--- src/rtl/b64e_pkg.sv ---
package b64e_pkg;

  localparam int CharW     = 7;
  localparam int ByteW     = 8;
  localparam int MaxChars  = 4;
  localparam int CharIdxW  = $clog2(MaxChars);
  localparam int JobDepth  = 2;
  localparam int JobPtrW   = (JobDepth > 1) ? $clog2(JobDepth) : 1;
  localparam int JobCountW = $clog2(JobDepth + 1);

  localparam logic [CharW-1:0] PadCode = 7'd61;

  // One accepted byte turned into the characters it releases.
  typedef struct packed {
    logic [MaxChars-1:0][CharW-1:0] chars;
    logic [CharIdxW-1:0]            last_idx;
    logic                           fin;
  } job_t;

  // Maps a 6-bit value onto the standard base64 alphabet.
  function automatic logic [CharW-1:0] sym(input logic [5:0] v);
    logic [CharW-1:0] v7;
    v7 = {1'b0, v};
    if (v < 6'd26) begin
      sym = 7'd65 + v7;
    end else if (v < 6'd52) begin
      sym = 7'd97 + v7 - 7'd26;
    end else if (v < 6'd62) begin
      sym = 7'd48 + v7 - 7'd52;
    end else if (v == 6'd62) begin
      sym = 7'd43;
    end else begin
      sym = 7'd47;
    end
  endfunction

endpackage

--- src/rtl/b64e_front.sv ---
module b64e_front import b64e_pkg::*; (
  input  logic             clk,
  input  logic             rst_n,
  input  logic             in_valid,
  output logic             in_ready,
  input  logic [ByteW-1:0] in_data_byte,
  input  logic             in_final_byte,
  output logic             job_valid,
  input  logic             job_ready,
  output job_t             job
);

  typedef enum logic [1:0] {
    PH_FIRST  = 2'd0,
    PH_SECOND = 2'd1,
    PH_THIRD  = 2'd2
  } phase_t;

  phase_t     phase_r, phase_nxt;
  logic [3:0] left_r, left_nxt;
  logic       take;

  assign in_ready  = job_ready;
  assign job_valid = in_valid;
  assign take      = in_valid && job_ready;

  always_comb begin
    job       = '0;
    phase_nxt = phase_r;
    left_nxt  = left_r;
    job.fin   = in_final_byte;
    unique case (phase_r)
      PH_SECOND: begin
        job.chars[0] = sym({left_r[1:0], in_data_byte[7:4]});
        if (in_final_byte) begin
          job.chars[1] = sym({in_data_byte[3:0], 2'b00});
          job.chars[2] = PadCode;
          job.last_idx = CharIdxW'(2);
          phase_nxt    = PH_FIRST;
          left_nxt     = '0;
        end else begin
          job.last_idx = CharIdxW'(0);
          phase_nxt    = PH_THIRD;
          left_nxt     = in_data_byte[3:0];
        end
      end
      PH_THIRD: begin
        job.chars[0] = sym({left_r, in_data_byte[7:6]});
        job.chars[1] = sym(in_data_byte[5:0]);
        job.last_idx = CharIdxW'(1);
        phase_nxt    = PH_FIRST;
        left_nxt     = '0;
      end
      default: begin
        job.chars[0] = sym(in_data_byte[7:2]);
        if (in_final_byte) begin
          job.chars[1] = sym({in_data_byte[1:0], 4'b0000});
          job.chars[2] = PadCode;
          job.chars[3] = PadCode;
          job.last_idx = CharIdxW'(3);
          phase_nxt    = PH_FIRST;
          left_nxt     = '0;
        end else begin
          job.last_idx = CharIdxW'(0);
          phase_nxt    = PH_SECOND;
          left_nxt     = {2'b00, in_data_byte[1:0]};
        end
      end
    endcase
  end

  always_ff @(posedge clk) begin
    if (!rst_n) begin
      phase_r <= PH_FIRST;
      left_r  <= '0;
    end else if (take) begin
      phase_r <= phase_nxt;
      left_r  <= left_nxt;
    end
  end

endmodule

--- config.mk ---
export PLATFORM = sky130hd
export DESIGN_NAME = b64e_front
export DESIGN_NICKNAME = d
export VERILOG_FILES = /design/src/rtl/b64e_pkg.sv /design/src/rtl/b64e_front.sv
export SDC_FILE = /design/constraint.sdc
export NUM_CORES = 1
export LEC_CHECK = 0
export BUFFER_PORTS_ARGS = -buffer_cell sky130_fd_sc_hd__buf_4
export CAP_MARGIN = 20
export CELL_PAD_IN_SITES_DETAIL_PLACEMENT = 0
export CELL_PAD_IN_SITES_GLOBAL_PLACEMENT = 1
export CORE_UTILIZATION = 37
export DETAILED_ROUTE_END_ITERATION = 12
export PLACE_DENSITY_LB_ADDON = 0.1
export SYNTH_ARGS = -nofsm -noshare
export SYNTH_HDL_FRONTEND = slang
export SYNTH_SLANG_ARGS = --single-unit
--- constraint.sdc ---
create_clock -name clk -period 2.3 [get_ports clk]
set_input_delay 0.46 -clock clk [delete_from_list [all_inputs] [get_ports clk]]
set_output_delay 0.46 -clock clk [all_outputs]
set_load 0.005 [all_outputs]
==> results.json <==
{
  "status": "finished with violations",
  "violations": "negative setup slack",
  "setup_violations": 8,
  "r2r_slack_ns": 0.77,
  "min_period_ns": 2.51,
  "timing.fmax_ghz": 0.398,
  "cts_tree": "done",
  "num_vias": 3157,
  "hpwlAfterDp_um": 6750,
  "drtIter0Drc": 280,
  "die_h_um": 82.0,
  "yosysUniqueCellTypes": 64,
  "drive_above_1_share_pct": 54.5,
  "worstSetupStartpointType": "input port",
  "worst-path-stages": 8,
  "hold_viol_final": 0,
  "clock_latency_ns": 0.22,
  "cp-end-kind": "primary output",
  "crit_fanout": 5,
  "cts_sinks": 6,
  "port_buffers": 41,
  "stdcell_count": 539,
  "r2r-end": "left_r[2]",
  "wl_per_cell_um": 17.6,
  "rr_worst_depth": 6,
  "place_area_um2": 3210,
  "grt-ovfl-total": 0,
  "syn_inst": 342,
  "antenna_found_initial": 0,
  "cts.reportedPaths.clkPinSlew_ns": 0.04,
  "reg2reg_from": "phase_r[1]",
  "place_congestion": 0.903,
  "clock_skew_ns": 0.00356,
  "vias_per_cell": 5.86,
  "hold_class": "reg2reg",
  "fin_crit_sh_pct": 109,
  "ctsRootBufferMaster": "clkbuf_8",
  "synth_edf_count": 0,
  "cap_violations": 0,
  "num-nets-final": 501,
  "ys_warn_count": 0,
  "synth-seq-area-share_pct": 5.08,
  "drc": 0,
  "maxSlewViolCount": 0,
  "min_to": "phase_r[0]",
  "diodes": 0,
  "design_area_um2": 4130,
  "die_w_um": 82.0,
  "leakage_nw": 1.68,
  "area_growth_pct": 74.4,
  "grt_pass1_vias": 2893,
  "fill_cells": 505,
  "ys_seq_elements": 6,
  "path_class": "in2out",
  "powerDensity_nw_per_um2": 222,
  "grt_max_degree": 14,
  "cts_buffers": 3,
  "start_util_pct": 39.0,
  "path_cells": "buf_12, buf_6, or3_4, xnor2_4, o211ai_1, o21ai_1, a221o_1, buf_4",
  "ctsHoldBuffers": 0,
  "worst_slack_ns": -0.211,
  "grt_pass1_wl_um": 14500,
  "critical_path.top_delay_family": "compound AO/OA/AOI/OAI gates",
  "synth_top_flop_cell": "dfxtp_1",
  "slowest_delay_ns": 0.42,
  "avgSynthCellArea_um2": 6.92,
  "cp.required_ns": 1.84,
  "totalWireLength_um": 9490,
  "rsz0062_at_grt": "yes",
  "path_buf_inv": 3,
  "peakVddDrop_v": 0.000503,
  "htreeDepth": 1,
  "syn_area_um2": 2370,
  "min_from": "phase_r[0]",
  "place_inst": 511,
  "grt_use_total_pct": 28.0,
  "drt-pass1-iter-count": 5,
  "core_um2": 6060,
  "async_flop_share_pct": 0,
  "place_ws_ns": -0.307,
  "regArea_um2": 128,
  "antenna_left": 0,
  "clockBufferDepth": 2,
  "multiInputGateArea_um2": 2420,
  "rows": 28,
  "die_area_um2": 6720,
  "hold_depth": 2,
  "slowest_stage": "or3_4",
  "boundaryPins": 46,
  "crit_arrival_ns": 2.05
}
-- area by class of cell --
class                      instances  share of cell area (%)
tap                               75                    2.27
timing repair buffer             157                    32.6
clock buffer                       3                    1.00
inverter                          19                    2.34
sequential                         6                    3.09
multi-input combinational        279                    58.7
-- cells by family after synthesis --
logic type | count (synthesis) | synth area share [%]
buffers and inverters | 60 | 14.5
other | 1 | 0.158
flip-flops | 6 | 5.08
XOR/XNOR | 11 | 4.07
adder cells (fa/ha/maj) | 22 | 11.6
AND/OR/NAND/NOR | 118 | 25.6
AO/OA/AOI/OAI | 119 | 36.8
multiplexers | 5 | 2.17
-- state kept, by name (all words and copies together), names as in the netlist --
signal	cells
left_r	4
phase_r	2
-- worst max-delay path by stage --
stage / start / endpoint / slack [ns]
after floorplan: in_data_byte[6] / job[6] / -0.03
after global placement: in_data_byte[6] / job[6] / -0.33
after detailed placement: in_data_byte[6] / job[6] / -0.31
after CTS: left_r[0] / job[6] / -0.19
after global routing: left_r[1] / job[4] / -0.26
final: in_data_byte[6] / job[6] / -0.21
-- cell usage after synthesis (3+ instances only) --
master,count,area (µm²)
o21ai_0,22,110
a31oi_1,7,43.8
xor2_1,3,26.3
nor3_1,12,60.1
inv_1,16,60.1
ha_1,22,275
o21ai_1,4,20.0
and2_1,4,25.0
buf_2,10,50.1
buf_6,4,45.0
buf_4,19,143
nand3_1,18,90.1
nor2b_1,9,56.3
o221ai_1,4,35.0
o31ai_1,5,37.5
nand2_2,3,18.8
nand2b_1,7,43.8
o211ai_1,8,60.1
a21o_1,5,37.5
nor2_1,14,52.6
a211o_1,3,26.3
a41oi_1,3,26.3
clkbuf_1,7,26.3
o2111ai_1,4,35.0
a21boi_0,7,52.6
or3_1,9,56.3
mux2i_1,4,40.0
a21oi_1,17,85.1
and3_1,3,18.8
xnor2_1,8,70.1
nand2_1,31,116
dfxtp_1,6,120
-- cells in the final DEF, fill, tap and decap left out, drive strengths merged, types with 12 or more instances in the layout --
cell type / instances
inv: 16
nand2: 34
nor3: 12
nor2: 15
buf: 157
a21oi: 19
o21ai: 26
ha: 22
nand3: 18
-- per-layer routing --
layer	track usage [%]	vias to the layer above	share of wire [%]
met2	47.2	133	47
met3	2.44	12	6.2
met5	0	-	0
met4	4.21	0	0.78
met1	38.9	1515	46
li1	-	1497	-
-- repair_timing --
item / in CTS / in global routing
setup buffers: 18 / 8
gates resized for setup: 101 / 59
gates cloned: 1 / 0
pin swaps: 37 / 38
endpoints found under the setup margin: 14 / 15
-- worst reg2reg max path, cell delays in order (launching register included) --
cell and delay [ns]:
dfxtp_1 0.34, inv_1 0.06, ha_1 0.33, nand2b_2 0.18
nor2_1 0.20, nand3_1 0.11, a21boi_0 0.21
-- per-stage QoR --
stage | util, % | power [mW] | TNS [ns] | hold slack, ns
finish | 68.1 | 0.916 | -0.937 | 0.478
CTS | 63.3 | 0.854 | -0.861 | 0.483
floorplan | - | 0.388 | -0.0495 | 0.458
global placement | 53.0 | 0.605 | -3.02 | 0.472
global route | 68.1 | 0.968 | -1.72 | 0.535
detailed placement | 53.0 | 0.604 | -2.92 | 0.478
-- where the power goes --
group	switching, mW	internal [mW]
registers	0.00303	0.105
clock network	0.0443	0.112
logic	0.312	0.340
No activity file was read; power rests on OpenSTA's default activity.
