[config.mk]
export PLATFORM = sky130hd
export DESIGN_NAME = b64e_job_fifo
export DESIGN_NICKNAME = d
export VERILOG_FILES = /design/src/rtl/b64e_pkg.sv /design/src/rtl/b64e_job_fifo.sv
export SDC_FILE = /design/constraint.sdc
export NUM_CORES = 1
export LEC_CHECK = 0
export BUFFER_PORTS_ARGS = -buffer_cell sky130_fd_sc_hd__buf_4
export CAP_MARGIN = 20
export CORE_ASPECT_RATIO = 1.1
export CORE_UTILIZATION = 25
export DETAILED_ROUTE_END_ITERATION = 12
export PLACE_DENSITY = 0.41
export SLEW_MARGIN = 20
export SYNTH_ARGS = -nofsm -noshare
export SYNTH_HDL_FRONTEND = slang
export SYNTH_SLANG_ARGS = --single-unit
[constraint.sdc]
create_clock -name clk -period 2.2 [get_ports clk]
set_input_delay 0.33 -clock clk [delete_from_list [all_inputs] [get_ports clk]]
set_output_delay 0.33 -clock clk [all_outputs]
set_load 0.1 [all_outputs]
[src/rtl/b64e_pkg.sv]
package b64e_pkg;

  localparam int CharW     = 7;
  localparam int ByteW     = 8;
  localparam int MaxChars  = 4;
  localparam int CharIdxW  = $clog2(MaxChars);
  localparam int JobDepth  = 2;
  localparam int JobPtrW   = (JobDepth > 1) ? $clog2(JobDepth) : 1;
  localparam int JobCountW = $clog2(JobDepth + 1);

  localparam logic [CharW-1:0] PadCode = 7'd61;

  // One accepted byte turned into the characters it releases.
  typedef struct packed {
    logic [MaxChars-1:0][CharW-1:0] chars;
    logic [CharIdxW-1:0]            last_idx;
    logic                           fin;
  } job_t;

  // Maps a 6-bit value onto the standard base64 alphabet.
  function automatic logic [CharW-1:0] sym(input logic [5:0] v);
    logic [CharW-1:0] v7;
    v7 = {1'b0, v};
    if (v < 6'd26) begin
      sym = 7'd65 + v7;
    end else if (v < 6'd52) begin
      sym = 7'd97 + v7 - 7'd26;
    end else if (v < 6'd62) begin
      sym = 7'd48 + v7 - 7'd52;
    end else if (v == 6'd62) begin
      sym = 7'd43;
    end else begin
      sym = 7'd47;
    end
  endfunction

endpackage

[src/rtl/b64e_job_fifo.sv]
module b64e_job_fifo import b64e_pkg::*; (
  input  logic clk,
  input  logic rst_n,
  input  logic push_valid,
  output logic push_ready,
  input  job_t push_job,
  output logic pop_valid,
  input  logic pop_ready,
  output job_t pop_job
);

  job_t                 entry_r [JobDepth];
  logic [JobPtrW-1:0]   wr_ptr_r, rd_ptr_r;
  logic [JobCountW-1:0] count_r;
  logic                 push, pop;

  assign push_ready = (count_r != JobCountW'(JobDepth));
  assign pop_valid  = (count_r != '0);
  assign pop_job    = entry_r[rd_ptr_r];
  assign push       = push_valid && push_ready;
  assign pop        = pop_valid && pop_ready;

  function automatic logic [JobPtrW-1:0] bump(input logic [JobPtrW-1:0] p);
    if (p == JobPtrW'(JobDepth - 1)) begin
      bump = '0;
    end else begin
      bump = p + JobPtrW'(1);
    end
  endfunction

  always_ff @(posedge clk) begin
    if (push) begin
      entry_r[wr_ptr_r] <= push_job;
    end
  end

  always_ff @(posedge clk) begin
    if (!rst_n) begin
      wr_ptr_r <= '0;
      rd_ptr_r <= '0;
      count_r  <= '0;
    end else begin
      if (push) begin
        wr_ptr_r <= bump(wr_ptr_r);
      end
      if (pop) begin
        rd_ptr_r <= bump(rd_ptr_r);
      end
      if (push && !pop) begin
        count_r <= count_r + JobCountW'(1);
      end else if (pop && !push) begin
        count_r <= count_r - JobCountW'(1);
      end
    end
  end

endmodule

==> results of run 1 <==
synthesized netlist by cell type:
cell type  number
a21boi_0        1
and2_1          4
or3_1           1
or2_2           1
buf_2           3
nand3b_1        1
o21ai_1         1
a21bo_2         1
xor2_1          1
and3_1          1
ha_1            1
o21ai_0         1
nand2b_4        1
a21boi_1        1
xnor2_1         2
mux2_2         31
edfxtp_1       62
dfxtp_1         5
inv_1           1
metrics by stage:
step           setup slack (ns)  utilization (%)  area (um2)  hold WS [ns]
3_5_place_dp              0.538             32.9        3130         0.518
5_1_grt                   0.126             34.5        3280         0.155
6_report                  0.229             34.5        3280         0.183
3_3_place_gp              0.553             32.9        3130         0.515
2_1_floorplan             0.194                -        2470         0.429
4_1_cts                   0.159             34.5        3280         0.160
how the worst max path moves through the flow:
stage / startpoint / end / slack [ns] / depth (start not counted)
after global routing: register / pop_job[7] / 0.13 / 3
final: register / pop_job[30] / 0.23 / 3
after floorplan: count_r[0] / entry_r[1][0] / 0.19 / 2
after detailed placement: register / pop_job[9] / 0.54 / 3
after CTS: register / pop_job[9] / 0.16 / 3
after global placement: register / pop_job[9] / 0.55 / 3
sequential cells by signal, summed over array words and instances (netlist names), named ones only:
name and cells:
count_r 2, entry_r 62, rd_ptr_r 1, wr_ptr_r 1
kinds of logic after synthesis:
family	after synthesis	share of synthesized area, %
and+or+nand+nor	9	2.64
muxes	31	14.1
DFF	67	79.5
adders and majority gates	1	0.507
buffers and inverters	4	0.760
AOI/OAI and AO/OA	5	1.42
xor gates and xnor gates	3	1.06
metal layers:
layer	vias to the layer above	global-route usage (%)
li1	621	-
met1	638	10.5
met2	38	16.6
met3	5	3.29
met4	0	6.72
met5	-	0
cell type report:
class | count | share of cell area (%)
Clock buffer | 11 | 4.01
Inverter | 1 | 0.115
Timing Repair Buffer | 70 | 16.0
Multi-Input combinational cell | 49 | 14.9
Clock inverter | 4 | 0.573
Sequential cell | 67 | 59.9
Tap cell | 117 | 4.47
==> results.md, run 1 <==
* Status: finished clean
* Top-area cell type share of the netlist area at 75.4%
* Clock Latency Late Sink at approximately 0.33 ns
* Routed via count at 1,302
* Critical path class: register to output pin
* WHS Path Cells at 1
* Non-filler cells, final at about 320
* DRC errors left at 0
* Finish-stage setup viols at 0
* Max_cap viols at 0
* Netlist cell types at 19
* Worst Setup Start Kind: register
* Via density at 4.08
* Hold worst-path end: entry_r[0][6]
* Root Buffer: clkbuf_8
* Most frequent cells in the layout: buf_4, edfxtp_1, mux2_2, clkbuf_8, dfxtp_1
* Total global routing overflow at 0
* Max stage delay on crit path at ~0.4 ns
* Clock transition at path regs at approximately 0.070 ns
* CTS tree: yes
* Largest net degree at the start of global routing at 32
* #FFs+latches synth at 67
* Avg Cell Area, Syn at roughly 20 um2
* Routed Antenna Nets at 0
* First-pass GRT wire length at around 7500 um
* FF-to-FF Start: count_r[0]
* Post-Route Skew at ~0.0052 ns
* Family with the most delay on the worst path: buffers and inverters
* Fmax at between 500 and 600 MHz
* Cells along the critical path: buf_4 -> mux2_2 -> buf_4
* Flop2flop setup slack at ~0.6 ns
* Max stage delay cell, worst path: mux2_2
* Postcts setup bufs at 0
* Mapped cell area at between 0.002 and 0.0025 mm2
* Register area share after synthesis at roughly four fifths
* Period utilization at approximately 90%
* Worst Tran Pin Value at about 0.45 ns
* CP required at between 1.5 and 2 ns
* Synth-to-Final Area Change at 32.7%
* Placed instance count at roughly 300
* Final Hold Fails at 0
* Routed met1 length at approximately 1900 um
* WL met2 at 2470 um
* Hold Buf Count CTS at 0
* Met3 Wirelength at 223 um
* Die Span Y at between 100 and 150 um
* CTS sink cnt at 67
* Syn Inst Count at between 100 and 150
* Hold Startpoint: push_job[6]
* NumNets Final at roughly 230
* Post-CTS Resized at 0
* GRT Util Overall at under 10%
* Vias in the first global route at between 1,000 and 1,500
* Cell taking the most area after synthesis: edfxtp_1
* Initial antenna violation count at 0
* Die Span X at slightly below 100 um
* Gpl congestion at ~0.69
* Worst Reg-to-Reg Cells at 5
* Antenna diodes at 0
* DPL Wire Length at just over 3000 um
* Worst path most repeated cell: buf_4
* Port Buffers at 67
* Initial Util at roughly a quarter
* CP max FO at 31
* Worst endpoint data arrival time at about 1.6 ns
* Ys Warns at 0
* Syn_nets at 156
* TNS Setup at 0 ns
* Core Region at between 0.009 and 0.01 mm2
* Clk buf depth at 2
* Fill cell count at roughly 930
* DR pass1 iterations at 4
* Leading cell type in the layout, fill and taps excluded: buf_4
* Num CTS Buffers at 9
* Num rows at 37
* Crit path buf inv count at 2
* FF+latch area at 0.00196 mm2
* Share of layout cells above drive strength 1 at approximately 57%
* Post-route minimum period at slightly below 2 ns
* Relative slew slack at about 70%
* IO Count at between 60 and 70
* DRT iter0 DRCs at 22
* H-tree Lvls at 3
* Die area at 0.0103 mm2
* Routed WL at between 4000 and 5000 um
* HP Class: input port to register
* RSZ-0062 raised after global routing: false
* CP endpoint kind: output pin
* Slew Limit Fails at 0
* Largest cells by area after synthesis: edfxtp_1, mux2_2, dfxtp_1
* Multi-input gate area at between 400 and 500 um2
* Top routing layer in use: met4
* Routed len/inst at between 10 and 15 um
* R2R Path End: count_r[1]
Power of run 1 is not shown: default switching activity piles up to over one toggle a cycle in this logic, so the estimate is an artifact.
==> run 2, diff against run 1 <==
--- a/config.mk
+++ b/config.mk
@@ -7,7 +7,7 @@
 export LEC_CHECK = 0
 export BUFFER_PORTS_ARGS = -buffer_cell sky130_fd_sc_hd__buf_4
 export CAP_MARGIN = 20
-export CORE_ASPECT_RATIO = 1.1
+export CORE_ASPECT_RATIO = 0.8
 export CORE_UTILIZATION = 25
 export DETAILED_ROUTE_END_ITERATION = 12
 export PLACE_DENSITY = 0.41
==> results.md, run 2 (synthesis gave the netlist of run 1 again) <==
* Status: finished clean (unchanged)
* Slew Limit Fails at 0 (unchanged)
* Worst Setup Start Kind: register (unchanged)
* Port Buffers at 67 (unchanged)
* Clock transition at path regs at 0.06 ns (was 0.07 ns)
* Relative slew slack at 70.7% (was 70.3%)
* Num CTS Buffers at 9 (unchanged)
* Cells along the critical path: buf_4 -> mux2_2 -> buf_4 (unchanged)
* Non-filler cells, final at 325 (was 319)
* Via density at 4.09 (was 4.08)
* Placed instance count at 309 (was 304)
* CP max FO at 21 (was 31)
* Largest registers: entry_r x62, count_r x2 (unchanged)
* Post-Route Skew at 0.00520 ns (was 0.00516 ns)
* DR pass1 iterations at 4 (unchanged)
* Max_cap viols at 0 (unchanged)
* Fill cell count at 924 (was 929)
* Hold Buf Count CTS at 0 (unchanged)
* CTS tree: yes (unchanged)
* Die Span X at 113 um (was 96.7 um)
* Fmax at 524 MHz (was 507 MHz)
* FF-to-FF Start: count_r[0] (unchanged)
* CP required at 1.87 ns (about the same)
* Num rows at 32 (was 37)
* Total global routing overflow at 0 (unchanged)
* Max stage delay on crit path at 0.38 ns (was 0.40 ns)
* Postcts setup bufs at 0 (unchanged)
* First-pass GRT wire length at 7380 um (was 7460 um)
* Routed via count at 1,330 (was 1,302)
* RSZ-0062 raised after global routing: false (unchanged)
* Routed len/inst at 14.6 um (was 14.7 um)
* DRT iter0 DRCs at 42 (was 22)
* Antenna diodes at 0 (unchanged)
* Die area at 0.0103 mm2 (about the same)
* NumNets Final at 237 (was 234)
* Flip-flop count of the largest register after layout at 62 (unchanged)
* Critical path class: register to output pin (unchanged)
* Period utilization at 86.7% (was 89.6%)
* Synth-to-Final Area Change at 41.1% (was 32.7%)
* Worst endpoint data arrival time at 1.58 ns (was 1.64 ns)
* Multi-input gate area at 488 um2 (unchanged)
* Post-CTS Resized at 0 (unchanged)
* HP Class: input port to register (unchanged)
* DPL Wire Length at 3280 um (was 3090 um)
* Max stage delay cell, worst path: mux2_2 (unchanged)
* Leading cell type in the layout, fill and taps excluded: buf_4 (unchanged)
* Initial antenna violation count at 0 (unchanged)
* Routed WL at 4730 um (was 4710 um)
* CTS sink cnt at 67 (unchanged)
* Share of layout cells above drive strength 1 at 59.2% (was 57.4%)
* Die Span Y at 90.9 um (was 106 um)
* R2R Path End: entry_r[0][27] (was count_r[1])
* Worst path most repeated cell: buf_4 (unchanged)
* H-tree Lvls at 3 (unchanged)
* Clock Latency Late Sink at 0.33 ns (about the same)
* Root Buffer: clkbuf_16 (was clkbuf_8)
* Routed Antenna Nets at 0 (unchanged)
* Post-route minimum period at 1.91 ns (was 1.97 ns)
* Clk buf depth at 2 (unchanged)
* Finish-stage setup viols at 0 (unchanged)
* Largest net degree at the start of global routing at 22 (was 32)
* Initial Util at 25.7% (was 26.0%)
* Worst Tran Pin Value at 0.439 ns (was 0.446 ns)
* CP endpoint kind: output pin (unchanged)
* Most flop-heavy register: entry_r (unchanged)
* Flop2flop setup slack at 0.56 ns (was 0.61 ns)
* Core Region at 0.00961 mm2 (was 0.00949 mm2)
* GRT Util Overall at 9.97% (was 9.88%)
* Worst Reg-to-Reg Cells at 4 (was 5)
* DRC errors left at 0 (unchanged)
* Gpl congestion at 0.691 (was 0.687)
* TNS Setup at 0 ns (unchanged)
* Most frequent cells in the layout: buf_4, edfxtp_1, mux2_2, clkbuf_16, dfxtp_1 (was buf_4, edfxtp_1, mux2_2, clkbuf_8, dfxtp_1)
* FF+latch area at 0.00196 mm2 (unchanged)
* Final Hold Fails at 0 (unchanged)
* Crit path to: pop_job[8] (was pop_job[30])
* Vias in the first global route at 1,434 (was 1,468)
* IO Count at 68 (unchanged)
## run 2: cell types whose count changed in the layout (fill, tap and decap cells not counted), moves of 2 or more
cell	before	now
buf_4	70	72
bufinv_16	0	2
clkbuf_16	0	9
clkbuf_8	9	0
clkinv_2	3	1
clkinv_4	0	2
## run 2: metal layers
layer	wire length, um	share of wire, %	GRT usage, %	vias up
met5	0	0	0	-
met4	61	1.3	3.62	0
met3	359	7.6	5.84	7
met2	2110	45	14.6	50
met1	2200	47	12.0	643
li1	-	-	-	630
## run 2: final cells by class
type,count,share of cell area [%]
flip-flops and latches,67,56.3
repair buffers,73,16.1
multi-input cells,49,14.0
clock buffers,10,6.58
well taps,119,4.28
clock inverters,6,2.59
inverters,1,0.108
## run 2: how the worst min path moves through the flow
stage,startpoint,to,slack (ns),depth (start not counted)
finish,push_job[19],entry_r[0][19],0.19,1
global route,push_job[19],entry_r[1][19],0.17,1
CTS,push_job[19],entry_r[0][19],0.17,1
detailed placement,push_job[7],entry_r[0][7],0.52,1
global placement,push_job[7],entry_r[0][7],0.52,1
floorplan,push_job[0],entry_r[0][0],0.43,0
## run 2: critical path, delay by kind of cell, from the launching register on
family / cells / cell delay [ns]
buffers and inverters: 2 / 0.53
flip-flops: 1 / 0.32
multiplexers: 1 / 0.38
## run 2: through the flow
stage | utilization (%) | hold slack [ns] | setup slack [ns] | instance area [um2]
floorplan | - | 0.429 | 0.194 | 2470
global placement | 32.9 | 0.517 | 0.617 | 3160
detailed placement | 32.9 | 0.519 | 0.520 | 3160
CTS | 36.2 | 0.172 | 0.249 | 3480
global route | 36.2 | 0.168 | 0.213 | 3480
finish | 36.2 | 0.187 | 0.292 | 3480
Power of run 2 is left out for the same reason.
==> run 3, diff against run 2 <==
--- a/config.mk
+++ b/config.mk
@@ -11,6 +11,7 @@
 export CORE_UTILIZATION = 25
 export DETAILED_ROUTE_END_ITERATION = 12
 export PLACE_DENSITY = 0.41
+export SETUP_SLACK_MARGIN = 0.4
 export SLEW_MARGIN = 20
 export SYNTH_ARGS = -nofsm -noshare
 export SYNTH_HDL_FRONTEND = slang
==> results.md, run 3 (synthesis gave the netlist of run 1 again) <==
* Status: finished clean (unchanged)
* Routed Antenna Nets at 0 (unchanged)
* Met2 usage at 16.7% (was 14.6%)
* Pwr Density at approximately 1500 mW/mm2
* Die Span Y at 90.9 um (unchanged)
* Max_cap viols at 0 (unchanged)
* Core Region at 0.00961 mm2 (unchanged)
* Postcts setup bufs at 0 (unchanged)
* Finish-stage setup viols at 0 (unchanged)
* Via density at 4.12 (was 4.09)
* Combinational share of power at between 40% and 50%
* Num rows at 32 (unchanged)
* Slew Limit Fails at 0 (unchanged)
* Final Hold Fails at 0 (unchanged)
* HP Class: input port to register (unchanged)
* TNS Setup at 0 ns (unchanged)
* Antenna diodes at 0 (unchanged)
* Final Power at around 5.5 mW
* Die area at 0.0103 mm2 (unchanged)
* R2R Path End: entry_r[0][18] (was entry_r[0][27])
* Most frequent cells in the layout: edfxtp_1, buf_4, buf_6, mux2_2, clkbuf_16 (was buf_4, edfxtp_1, mux2_2, clkbuf_16, dfxtp_1)
* Worst Setup Start Kind: register (unchanged)
* Met1 Usage GRT at 11.0% (was 12.0%)
* Worst Tran Pin Value at 0.449 ns (was 0.439 ns)
* FF+latch area at 0.00196 mm2 (about the same)
* Initial antenna violation count at 0 (unchanged)
* Num CTS Buffers at 9 (unchanged)
* Port Buffers at 67 (unchanged)
* CP max FO at 17 (was 21)
* Switching part of the total power at between 40% and 50%
* Initial Util at 25.7% (unchanged)
* GRT Util Overall at 10.2% (was 9.97%)
* DR pass1 iterations at 4 (unchanged)
* Period utilization at 79.8% (was 86.7%)
* Flop2flop setup slack at 0.55 ns (was 0.56 ns)
* Critical path class: register to output pin (unchanged)
* CTS sink cnt at 67 (unchanged)
* Root Buffer: clkbuf_16 (unchanged)
* RSZ-0062 raised after global routing: true (was false)
* CP endpoint kind: output pin (unchanged)
* Worst Reg-to-Reg Cells at 3 (was 4)
* Placement Cell Area at 0.00315 mm2 (was 0.00316 mm2)
* Routed WL at 4850 um (was 4730 um)
* Most used routing layer: met2 (unchanged)
* Gpl congestion at 0.683 (was 0.691)
* Largest registers: entry_r x62, count_r x2 (unchanged)
* DRT iter0 DRCs at 18 (was 42)
* Relative slew slack at 70.1% (was 70.7%)
* DP Worst Slack at 0.351 ns (was 0.520 ns)
* CTS tree: yes (unchanged)
* IO Count at 68 (unchanged)
* Sw Pwr at between 2 and 2.5 mW
* WHS Path Cells at 1 (unchanged)
* Routed via count at 1,335 (was 1,330)
* Total global routing overflow at 0 (unchanged)
* Hold worst-path end: entry_r[0][16] (was entry_r[0][19])
* Fin area at 0.00356 mm2 (was 0.00348 mm2)
* Internal Power at 3.07 mW
* NumNets Final at 236 (was 237)
* Routed len/inst at 15.0 um (was 14.6 um)
* Pleak at 1.31 nW
* Synth-to-Final Area Change at 44.1% (was 41.1%)
* Clk buf depth at 2 (unchanged)
* Post-route minimum period at 1.76 ns (was 1.91 ns)
* Worst setup margin at 0.444 ns (was 0.292 ns)
* Peak supply drop at between 0.0006 and 0.0007 V
* Share of layout cells above drive strength 1 at 60.0% (was 59.2%)
* Clock Latency Late Sink at 0.32 ns (was 0.33 ns)
* Leading cell type in the layout, fill and taps excluded: edfxtp_1 (was buf_4)
* H-tree Lvls at 3 (unchanged)
* Clock power share at roughly 22%
* Vias in the first global route at 1,402 (was 1,434)
* DPL Wire Length at 3160 um (was 3280 um)
* Worst endpoint data arrival time at 1.43 ns (was 1.58 ns)
* Fill cell count at 917 (was 924)
* Seq pwr share at ~30%
* Placed instance count at 306 (was 309)
* Die Span X at 113 um (unchanged)
* FF-to-FF Start: count_r[0] (unchanged)
* DRC errors left at 0 (unchanged)
* Non-filler cells, final at 324 (was 325)
* WHS at 0.192 ns (was 0.187 ns)
* First-pass GRT wire length at 7380 um (unchanged)
* Hold Startpoint: push_job[16] (was push_job[19])
* Fmax at 570 MHz (was 524 MHz)
* Core Util, Final at 37.0% (was 36.2%)
* Clock transition at path regs at 0.05 ns (was 0.06 ns)
* Largest net degree at the start of global routing at 18 (was 22)
* CP required at 1.87 ns (about the same)
* GRT met3 Usage at 5.50% (was 5.84%)
* Most flop-heavy register: entry_r (unchanged)
* Multi-input gate area at 489 um2 (was 488 um2)
* Post-Route Skew at 0.00539 ns (was 0.00520 ns)
* Flip-flop count of the largest register after layout at 62 (unchanged)
==> run 3: routing by layer <==
layer | vias up | wire, um
li1 | 626 | -
met5 | - | 0
met4 | 0 | 80
met1 | 654 | 2020
met3 | 8 | 289
met2 | 47 | 2460
==> run 3: worst max path at each step <==
stage,start,to,cells past startpoint
6_report,register,pop_job[19],3
5_1_grt,register,pop_job[19],3
4_1_cts,register,pop_job[26],3
3_5_place_dp,count_r[0],entry_r[0][14],3
3_3_place_gp,count_r[0],entry_r[0][14],3
2_1_floorplan,count_r[0],count_r[1],5
==> run 3: worst max-delay path: stages (launching register included) <==
cell and delay (ns):
dfxtp_2 0.38, buf_12 0.17, mux2_2 0.35, buf_6 0.19
==> run 3: area by class of cell <==
cell class | instances | area share, %
Inverter | 1 | 0.211
Clock buffer | 9 | 6.33
Timing Repair Buffer | 71 | 19.2
Multi-Input combinational cell | 49 | 13.7
Tap cell | 119 | 4.18
Timing Repair inverter | 1 | 0.211
Sequential cell | 67 | 55.2
Clock inverter | 7 | 0.985
==> run 3: power by group through the flow <==
stage	clock network, mW	logic [mW]	registers (mW)
after floorplan	0	1.94	1.67
after global placement	0	2.40	1.67
after detailed placement	0	2.42	1.69
after CTS	1.26	2.50	1.67
after global routing	1.32	2.68	1.69
final	1.22	2.60	1.67
==> run 3: what timing repair did <==
action                     in CTS  in global routing
setup endpoints to repair      62                 31
gates resized for setup        13                 26
hold buffers                    0                  0
cloned                          2                  0
Power figures use the tool's default switching activity.
