--- src/rtl/b64e_pkg.sv ---
package b64e_pkg;

  localparam int CharW     = 7;
  localparam int ByteW     = 8;
  localparam int MaxChars  = 4;
  localparam int CharIdxW  = $clog2(MaxChars);
  localparam int JobDepth  = 2;
  localparam int JobPtrW   = (JobDepth > 1) ? $clog2(JobDepth) : 1;
  localparam int JobCountW = $clog2(JobDepth + 1);

  localparam logic [CharW-1:0] PadCode = 7'd61;

  // One accepted byte turned into the characters it releases.
  typedef struct packed {
    logic [MaxChars-1:0][CharW-1:0] chars;
    logic [CharIdxW-1:0]            last_idx;
    logic                           fin;
  } job_t;

  // Maps a 6-bit value onto the standard base64 alphabet.
  function automatic logic [CharW-1:0] sym(input logic [5:0] v);
    logic [CharW-1:0] v7;
    v7 = {1'b0, v};
    if (v < 6'd26) begin
      sym = 7'd65 + v7;
    end else if (v < 6'd52) begin
      sym = 7'd97 + v7 - 7'd26;
    end else if (v < 6'd62) begin
      sym = 7'd48 + v7 - 7'd52;
    end else if (v == 6'd62) begin
      sym = 7'd43;
    end else begin
      sym = 7'd47;
    end
  endfunction

endpackage

--- src/rtl/b64e_back.sv ---
module b64e_back import b64e_pkg::*; (
  input  logic             clk,
  input  logic             rst_n,
  input  logic             job_valid,
  output logic             job_ready,
  input  job_t             job,
  output logic             out_valid,
  input  logic             out_ready,
  output logic [CharW-1:0] out_char_code,
  output logic             out_end_of_text
);

  job_t                cur_r;
  logic                cur_valid_r;
  logic [CharIdxW-1:0] idx_r;
  logic                out_valid_r;
  logic [CharW-1:0]    out_char_r;
  logic                out_eot_r;
  logic                adv, last_char;

  // A character moves to the output register whenever that register is free
  // or is being emptied by a transfer in this cycle.
  assign adv       = cur_valid_r && (!out_valid_r || out_ready);
  assign last_char = (idx_r == cur_r.last_idx);
  assign job_ready = !cur_valid_r || (adv && last_char);

  assign out_valid       = out_valid_r;
  assign out_char_code   = out_char_r;
  assign out_end_of_text = out_eot_r;

  always_ff @(posedge clk) begin
    if (job_valid && job_ready) begin
      cur_r <= job;
    end
    if (adv) begin
      out_char_r <= cur_r.chars[idx_r];
      out_eot_r  <= cur_r.fin && last_char;
    end
  end

  always_ff @(posedge clk) begin
    if (!rst_n) begin
      cur_valid_r <= 1'b0;
      idx_r       <= '0;
      out_valid_r <= 1'b0;
    end else begin
      if (job_ready) begin
        cur_valid_r <= job_valid;
        idx_r       <= '0;
      end else if (adv) begin
        idx_r <= idx_r + CharIdxW'(1);
      end
      if (adv) begin
        out_valid_r <= 1'b1;
      end else if (out_ready) begin
        out_valid_r <= 1'b0;
      end
    end
  end

endmodule

--- config.mk ---
export PLATFORM = sky130hd
export DESIGN_NAME = b64e_back
export DESIGN_NICKNAME = d
export VERILOG_FILES = /design/src/rtl/b64e_pkg.sv /design/src/rtl/b64e_back.sv
export SDC_FILE = /design/constraint.sdc
export NUM_CORES = 1
export LEC_CHECK = 0
export BUFFER_PORTS_ARGS = -buffer_cell sky130_fd_sc_hd__buf_2
export CORE_UTILIZATION = 54
export DETAILED_ROUTE_END_ITERATION = 12
export GPL_TIMING_DRIVEN = 0
export PLACE_DENSITY = 0.89
export SYNTH_ARGS = -nofsm -noshare
export SYNTH_HDL_FRONTEND = slang
export SYNTH_SLANG_ARGS = --single-unit
export TNS_END_PERCENT = 30
--- constraint.sdc ---
create_clock -name clk -period 3.2 [get_ports clk]
set_clock_uncertainty 0.2 [all_clocks]
set_input_delay 0.32 -clock clk [delete_from_list [all_inputs] [get_ports clk]]
set_output_delay 0.32 -clock clk [all_outputs]
set_load 0.02 [all_outputs]
==> results of run 1 <==
## sequential cells by signal, indices dropped and copies added (netlist names)
signal and count:
out_end_of_text 1, idx_r 2, cur_r 31, out_valid 1, out_char_code 7, cur_valid_r 1
## layout by cell type (no fill, tap or decap)
| cell type | count |
|---|---|
| xor2_1 | 2 |
| nor2_1 | 1 |
| mux4_1 | 7 |
| clkinv_2 | 1 |
| nand4_1 | 1 |
| buf_6 | 2 |
| a31oi_1 | 1 |
| o21ai_0 | 1 |
| buf_2 | 44 |
| edfxtp_1 | 39 |
| or3_1 | 1 |
| a21boi_0 | 1 |
| nor2b_1 | 1 |
| o21a_1 | 1 |
| dlygate4sd3_1 | 31 |
| nand2_1 | 1 |
| inv_1 | 2 |
| clkinv_1 | 1 |
| and2_2 | 1 |
| dfxtp_1 | 4 |
| a311oi_1 | 1 |
| clkbuf_4 | 5 |
| nand2b_1 | 2 |
| a21o_1 | 1 |
| o31ai_2 | 1 |
| and2_1 | 2 |
## worst paths after layout
path	slack, ns	end
hold reg to reg	0.34	idx_r[1]
setup / recovery	1.05	cur_r[19]
setup reg to reg	1.05	cur_r[19]
hold / removal	0.03	out_valid
## critical path: cells and delay by family, from the launching register on
kind / cells / cell delay [ns]
xor gates and xnor gates: 1 / 0.19
buffers and inverters: 1 / 0.14
DFF: 1 / 0.33
AOI/OAI and AO/OA: 1 / 0.27
and+or+nand+nor: 1 / 0.65
## metal layers
layer,vias up,part of all wire,GRT usage
li1,460,-,-
met1,500,0.38,0.293
met2,57,0.52,0.395
met3,11,0.058,0.0668
met4,0,0.040,0.132
met5,-,0,0
## through the flow
stage | hold WS (ns) | instance area [um^2] | instances
4_1_cts | 0.0180 | 2210 | 186
3_3_place_gp | 0.297 | 1850 | 148
6_report | 0.0333 | 2210 | 186
3_5_place_dp | 0.298 | 1850 | 148
2_1_floorplan | 0.219 | 1600 | 73
5_1_grt | 0.0102 | 2210 | 186
## cell type report
type / instances / area (um^2) / area share
multi-input cells: 26 / 315 / 0.143
inverters: 2 / 7.51 / 0.00339
clock inverters: 2 / 8.76 / 0.00396
well taps: 31 / 38.8 / 0.0175
flip-flops and latches: 43 / 1250 / 0.566
clock buffers: 5 / 37.5 / 0.0170
plain buffers: 2 / 22.5 / 0.0102
repair buffers: 75 / 531 / 0.240
## power by group
group,switching [mW],leakage (nW),total [mW],internal (mW)
Combinational,0.0561,0.435,0.121,0.0652
Sequential,0.0127,0.406,0.669,0.656
Clock,0.164,0.0285,0.242,0.0780
## kinds of logic after synthesis
family	share of synthesized area
buf+inv	0.0188
simple gates	0.0361
flops	0.784
xor+xnor	0.0110
mux	0.115
compound gates	0.0345
## what timing repair did
item                                   4_1_cts  5_1_grt
resized for setup                            0        0
hold buffers                                31        0
buffers inserted                             0        0
endpoints found under the hold margin       31        0
==> run summary, run 1 <==
Counting every sink on the clock net gives 43. The count of synthesis-stage warnings from yosys came out at 0. Startpoint-to-endpoint class of the critical path: flip-flop to flip-flop. The number of antenna violations at the first check in global routing was 0; the total wirelength of the detailed-routed design was 3310 um.

Measured in cells, the most critical reg-to-reg path has a length of 4. Summed over all nets, the half-perimeter wirelength after detailed placement is 1620 um. Entering global routing, the biggest net connects 32 pins.

The maximum clock rate is 466 MHz. The worst supply voltage drop on vdd came out at 0.411 mV. The async set-or-reset flop fraction in the synthesized netlist is 0, and the post-route fraction of the period consumed by the critical path is 0.671. Summed over all failing endpoints, the final setup total negative slack is 0 ns.

The deepest level of the CTS H-tree was 2; the number of antenna repair diodes was 0. The logs give 0.698 for the final weighted congestion of routability-driven global placement and 0.532 for the worst slew slack as a fraction of its limit. In this run the remaining antenna-violating nets after routing total 0.

The total global routing track utilization is 0.242, and the overflow left after global routing is 0. The total number of vias was 1028; the final worst slack was 1.05 ns. Clock-pin slew was measured on the worst setup and hold paths at 0.12 ns. The count of port buffers added during placement came out at 44.

By instance count, the leading cell after synthesis is edfxtp_1. The shortest clock period the worst path allows after layout works out to 2.15 ns. The tools report the combined area of all synthesized cells as 0.00160 mm^2. STA puts the critical path data required time at 2.99 ns. The worst hold path belongs to the class primary input to flip-flop. By area the synthesized netlist is led by edfxtp_1, mux4_1, dfxtp_1. The most used flip-flop cell after synthesis was edfxtp_1. The critical path starts at idx_r[1]. Counting flops with a built-in enable in the synthesized netlist gives 39. In the synthesized netlist, the cells that appear most often are edfxtp_1, mux4_1, dfxtp_1, and2_1.

The critical path goes through buf_6, xor2_1, o31ai_2, and2_2. Timing analysis after detailed placement gives a worst setup slack of 0.617 ns. The width of the chip is 56.4 um, and the clock insertion delay at the later pin of the skew report is 0.35 ns. The largest fanout on the critical path works out to 31. TritonCTS built the clock tree. Counting along the longest clock path gives a buffer depth of 2. For the leakage power total, the log shows 0.870 nW. The flow ran to the end, and the final reports show no timing, DRC or antenna violations. Along the worst hold path, the cell count comes to 2. The logs give 0 for the number of max-slew violations in the final report and 39 for the DRC violation total after the first TritonRoute iteration.

The proportion of netlist area held by the largest area contributor came out at 0.734. Measured along the y axis, the die boundary spans 56.4 um. At the pin with the least slew margin, the transition time is 0.702 ns. In the routed design, unresolved DRC markers number 0.

Data arrives at the worst endpoint at 1.93 ns. The fraction of layout cells with a size suffix above 1 is 0.348, and the synthesis-to-finish area growth is 38.7%. Buffers inserted during clock tree synthesis total 5. The final hold violation count is 0.

The tools report the sequential fraction of the synthesis area as 0.784. After detailed routing, the average wire length per cell comes to 17.8 um. The tools report the kind of start point of the critical path as a flip-flop. The worst setup path is captured at a flip-flop. Total number of nets in the final design: 190. The die outline area is 0.00318 mm^2.

The cell taking the most area after synthesis was edfxtp_1. The run gives 4 as the length of the first detailed-routing pass in iterations. The floorplan has 19 rows. The post-synthesis area per instance was 21.9 um^2.

The number of setup violations in the final report came out at 0. The root buffer cell chosen for the clock tree is clkbuf_4. After floorplanning, the core was sized to cover 0.00278 mm^2. Pin placement for this block handled 45 I/O pins. The run gives 1059 as the via count of the first global-routing pass. Power density over cell area: 467 mW/mm^2. Synthesis instantiated 20 different standard cells from the library. The worst hold path begins at rst_n.

For this design, the slowest cell found on the critical path is and2_2. The first global-routing pass estimated 5260 um of wire. The total power draw is 1.03 mW, and the detail-routed via count per cell is 5.53. The initial standard-cell utilization of the core is 0.574.

Setup repair after global routing left no endpoint under its margin. The worst register-to-register path begins at idx_r[1]. The run gives 128 as the count of fill cells added during filler insertion. The max-capacitance violation count was 0; the number of synthesized register bits was 43. Synthesized netlist cell count: 73. The number of nets in the synthesized netlist is 108. The final core area utilization came out at 0.795. On the worst path, the slowest cell contributes a delay of 0.65 ns.
Note: power is estimated with default switching activity, not from simulation.
==> run 2: changes to the inputs <==
CORE_UTILIZATION = 45   (was 54)
PLACE_DENSITY = 0.8   (was 0.89)
clock period = 1.7 ns   (was 3.2 ns; I/O delays follow)
==> run summary, run 2 (synthesized netlist as in run 1, its figures left out) <==
The final weighted congestion of routability-driven global placement came out at 0.704. The setup path with the least slack is of type flip-flop to primary output. For this design the static power due to leakage is 0.913 nW. After detailed routing, the average wire length per cell comes to 15.3 um. The number of max-slew violations in the final report was 0; the largest fanout on the critical path was 4. Setup violations remaining at the end of the flow were counted as 32. The tool flagged a number of max-cap violations equal to 0.

In the final design database the tool counted 195 nets. In this run, the number of DRC markers left after iteration 0 of detailed routing was 34. The tightest min-delay check is of the primary input to flip-flop type. Summed over all layers, the global routing overflow is 0.

The die is 61.5 um tall. Via count of the first global-routing pass: 1028. The cell at the root of the clock tree is clkbuf_4.

The number of clock buffers added by TritonCTS is 5. The final reports fail on setup timing. The tools report the core outline area as 0.00336 mm^2. The worst setup path is launched from a flip-flop. The count of port buffers added during placement works out to 44. The worst setup path is captured at a primary output. The run gives 0 as the number of antenna violations at the first check in global routing.

The most frequent standard cell in the layout excluding fill and tap cells was buf_2. In the routed design, unresolved DRC markers number 0. Summed over all failing endpoints, the final setup total negative slack is -4.00 ns. TritonCTS sink count: 43. Clock-pin slew was measured on the worst setup and hold paths at 0.13 ns. For the worst setup path, the data required time is 1.33 ns. The logs give 4700 um for the global-route wire length before repair and 1022 for the total number of vias. The die outline area was 0.00379 mm^2. For the count of hold-fix buffers inserted at cts, the log shows 34. The width of the chip was 61.5 um. Entering global routing, the biggest net connects 17 pins. For this block, the routed nets add up to 3160 um of wire. The number of buffers on the longest clock path was 2. The maximum clock rate was 535 MHz. Setup repair after global routing could not meet its margin everywhere. For the pin with the worst max-slew slack, the measured transition is 0.420 ns. For the worst slew slack as a fraction of its limit, the log shows 0.720. The register name with the most flops was cur_r. The H-tree was split into 2 levels. For this design the top-level I/O count stands at 45.

The run finished, with violations left. Compared with the post-synthesis result, the final layout area differs by 46.6%. The run gives 1.50 ns as the endpoint arrival time on the critical path. Fraction of layout cells with a size suffix above 1: 0.366. IR analysis of the VDD net gives a maximum drop of 0.590 mV. The logs give 207 for the number of standard cells in the final layout excluding fillers and 4 for the length of the first detailed-routing pass in iterations.

TritonCTS built the clock tree. For the number of antenna repair diodes, the log shows 0. The clock reaches the later pin of the worst-skew pair after 0.35 ns.

Once placement completed, the tool counted placed cells totaling 163. For the final hold violation count, the log shows 0. Dividing total power by cell area gives a power density of 910 mW/mm^2. The count of fill cells added during filler insertion is 240. Post-route fraction of the period consumed by the critical path: 1.10. Subtracting the final worst setup slack from the clock period gives 1.87 ns. The half-perimeter wire length after placement is 1800 um, and the number of antenna-violating nets in the routed design is 0. The tools report the initial standard-cell utilization of the core as 0.474. For the total global routing track utilization, the log shows 0.191. The detail-routed via count per cell is 4.94. The library cells used most frequently in the layout, excluding fill and tap cells, are buf_2, edfxtp_1, dlygate4sd3_1. After floorplanning, the core was divided into 21 placement rows.

The register with the most flip-flops in the layout has 31 of them. The run gives -0.169 ns as the final worst slack.
-- run 2: cell types whose count changed in the layout (fill, tap and decap cells not counted) --
cell           before  now
buf_4               0    1
buf_2              44   43
buf_6               2    3
xor2_2              0    2
xor2_1              2    0
o31ai_2             1    0
o31ai_4             0    1
and2_2              1    0
dlygate4sd3_1      31   34
bufinv_16           0    1
and2_4              0    2
-- run 2: routing by layer --
layer / wire, um / GRT usage
met5: 0 / 0
met2: 1700 / 0.323
met4: 114 / 0.0984
met1: 1170 / 0.207
met3: 176 / 0.0798
-- run 2: timing repair --
item	in CTS	in global routing
endpoints found under the setup margin	32	32
pin swaps	2	2
cloned	1	0
hold endpoints to repair	35	1
gates resized for setup	4	1
setup buffers	0	1
-- run 2: layout make-up --
cell class	instances	area, um^2	share of cell area
sequential	43	1250	0.535
timing repair buffer	79	574	0.246
multi-input combinational	27	349	0.149
tap	46	57.6	0.0246
clock inverter	3	38.8	0.0166
clock buffer	5	37.5	0.0161
buffer	2	22.5	0.00963
inverter	2	7.51	0.00321
-- run 2: worst max-delay path, cell delays in order, from the launching register on --
cell	delay, ns
edfxtp_1	0.46
xor2_2	0.19
o31ai_4	0.33
buf_6	0.17
-- run 2: path summary, 6_finish.rpt --
kind	startpoint	to	slack [ns]	depth (start not counted)
hold / removal	out_ready	out_valid	0.008	3
setup / recovery	cur_r[1]	job_ready	-0.17	3
hold reg to reg	cur_r[0]	out_end_of_text	0.35	1
setup reg to reg	cur_r[1]	cur_r[26]	-0.14	3
-- run 2: report_power, final --
part	internal (mW)	switching, mW
clock	0.303	0.320
combinational	0.139	0.109
sequential	1.23	0.0240
-- run 2: metrics by stage --
stage	cell area (um^2)	hold slack (ns)	total power, mW	utilization	setup WS (ns)
2_1_floorplan	1610	0.0689	1.37	-	-0.198
3_3_place_gp	1880	0.146	1.44	0.560	-0.141
3_5_place_dp	1880	0.148	1.45	0.560	-0.202
4_1_cts	2320	0.00110	2.13	0.691	-0.180
5_1_grt	2340	-0.00742	2.22	0.695	-0.256
6_report	2340	0.00814	2.13	0.695	-0.169
==> run 3: changes to the inputs <==
CORE_UTILIZATION = 48   (was 45)
CTS_BUF_LIST = sky130_fd_sc_hd__clkbuf_8   (was unset)
PLACE_DENSITY = 0.84   (was 0.8)
==> run summary, run 3 (synthesized netlist as in run 1, its figures left out) <==
For the TritonCTS sink count, the log shows 43. The checks that failed: setup timing. In the routed layout, each cell is associated on average with a via count of 4.88. For the clock insertion delay at the later pin of the skew report, the log shows 0.28 ns. The flow ran to the end, but the final reports show violations. The endpoint class of the critical path is a primary output. The fraction of layout cells with a size suffix above 1 was 0.406. The source of the worst register-to-register timing path is cur_r[2].

Along the worst path, the maximum fanout reaches 2. Summing all placed instances gives a cell area of 0.00188 mm^2. The run gives 566 MHz as the maximum clock rate.

The total wirelength of the detailed-routed design was 3020 um. Dividing the detail-routed wire length by the instance count gives 14.5 um. The detailed router finished its first iteration with 49 violations. The tools report the worst flop-to-flop path endpoint as cur_r[3]. The layer flagged by global routing as most heavily used is met2. The worst register-to-register path has a setup slack of -0.02 ns. The tools report the number of antenna repair diodes as 0.

The floorplan has 20 rows. IR analysis of the VDD net gives a maximum drop of 0.798 mV. The vertical die dimension was 59.7 um; the largest net degree at the start of global routing was 15. The run gives 0 as the number of DRC violations after detailed routing. Summed over all cells, the static leakage comes to 0.949 nW.

The worst setup path is launched from a flip-flop. Setup repair after global routing could not meet its margin everywhere. For the worst hold margin, the log shows 0.0525 ns. The total global routing track utilization was 0.187; the die outline area was 0.00356 mm^2. The fraction of power spent switching nets came out at 0.203.

The H-tree generated during clock tree synthesis spans 2 levels. STA puts the critical path data required time at 1.33 ns. The portion of total power attributed to sequential cells was 0.551.

For the met2 usage in global routing, the log shows 0.354. Path category of the worst min-delay check: primary input to flip-flop. Clock-pin slew was measured on the worst setup and hold paths at 0.08 ns. For the net switching power, the log shows 464 uW. The power share of the combinational group was 0.112; the synthesis-to-finish area growth was 50.8%. The TritonCTS buffer count was 5; the initial standard-cell utilization of the core was 0.514. The clock passes through at most 2 buffers. The final hold violation count is 0, and the max-capacitance violation count is 0.

At the pin with the least slew margin, the transition time is 0.355 ns. The met1 track utilization from global routing was 0.200. Leaving out fill and tap cells, the most frequent cell in the layout is buf_2.

The total number of nets in the final design is 199. More flip-flops sit in one register than any other, and that register is cur_r. The run gives 0.337 as the power share of the clock group.

The run gives 0.799 as the final weighted congestion of routability-driven global placement. For the endpoint arrival time on the critical path, the log shows 1.40 ns. Clock tree synthesis selected as its root buffer the cell clkbuf_8. Once detailed placement completed, the half-perimeter wirelength came to 1700 um. The top cell types in the final layout, fill and taps aside, are buf_2, edfxtp_1, dlygate4sd3_1.

The power density over cell area was 948 mW/mm^2. Input and output buffers added on the ports amount to 44. The critical path startpoint is cur_r[2].

The detailed router placed 1019 vias in this run. For the overflow left after global routing, the log shows 0. The number of antenna violations at the first check in global routing is 0, and the met3 track demand over resource in global routing is 0.0476. The final core area utilization was 0.775; the flip-flop count of the largest register, all copies and words added was 31. During I/O placement, the number of pins put on the boundary was 45. Following the worst setup path forward leads to its endpoint at job_ready. The shortest clock period the worst path allows after layout was 1.77 ns.

Measured in cells, the most critical reg-to-reg path has a length of 4. The first TritonRoute pass finished after 4 iterations. Width of the chip: 59.7 um.

Final worst slack: -0.0663 ns. The first global-routing pass estimated 4570 um of wire. TritonCTS built the clock tree. The core outline area is 0.00310 mm^2.

For the number of antenna-violating nets in the routed design, the log shows 0. The startpoint-to-endpoint class of the critical path was flip-flop to primary output. The tools report the internal power consumption as 1.82 mW.

The number of setup violations in the final report was 25. The worst slack at placement came out at -0.204 ns. The number of max-slew violations in the final report is 0. The run gives 1034 as the via count of the first global-routing pass. The finished cells cover 0.00241 mm^2. The post-route fraction of the period consumed by the critical path is 1.04, and the worst slew slack as a fraction of its limit is 0.763.
[run 3: cell count changes in the layout (fill, tap and decap cells not counted), sizes merged]
| cell | previous run | this run |
|---|---|---|
| and2 | 4 | 6 |
| dlygate4sd3 | 34 | 33 |
| buf | 47 | 50 |
[run 3: per-stage QoR]
step,std cells,power [mW],setup TNS (ns)
after global routing,209,2.36,-1.60
after floorplan,73,1.37,-6.15
after CTS,208,2.28,-0.104
final,209,2.28,-0.331
after global placement,161,1.44,-3.99
after detailed placement,161,1.45,-6.29
[run 3: repair_timing]
action / 4_1_cts / 5_1_grt
gates resized for setup: 8 / 1
hold buffers: 32 / 1
endpoints found under the setup margin: 32 / 35
cloned: 3 / 0
hold endpoints to repair: 35 / 1
setup buffers: 4 / 0
pin swaps: 3 / 0
[run 3: cell type report]
cell class                      instances  area, um^2
Timing Repair Buffer                   81         587
Fill cell                             206         697
Multi-Input combinational cell         29         369
Inverter                                2        7.51
Buffer                                  2        22.5
Clock buffer                            5        68.8
Sequential cell                        43        1250
Tap cell                               44        55.1
Clock inverter                          3        43.8
[run 3: how the worst min path moves through the flow]
| stage | from | to | cells past startpoint |
|---|---|---|---|
| 2_1_floorplan | job[0] | cur_r[0] | 0 |
| 3_3_place_gp | job[15] | cur_r[15] | 1 |
| 3_5_place_dp | job[4] | cur_r[4] | 1 |
| 4_1_cts | job_valid | cur_valid_r | 3 |
| 5_1_grt | out_ready | out_valid | 3 |
| 6_report | out_ready | out_valid | 3 |
[run 3: metal layers]
layer  wire length [um]  vias to the layer above
li1                   -                      487
met1               1140                      485
met2               1670                       43
met3                177                        4
met4                 37                        0
met5                  0                        -
[run 3: power by group through the flow]
stage / registers (mW) / logic, mW / clock network, mW
6_report: 1.26 / 0.256 / 0.768
5_1_grt: 1.26 / 0.276 / 0.824
4_1_cts: 1.26 / 0.254 / 0.772
3_5_place_dp: 1.28 / 0.171 / 0
3_3_place_gp: 1.27 / 0.164 / 0
2_1_floorplan: 1.29 / 0.0802 / 0
[run 3: worst max-delay path: stages (launching register included)]
cell and delay (ns):
edfxtp_1 0.43, xor2_2 0.19, o31ai_4 0.24, buf_4 0.15, buf_6 0.11
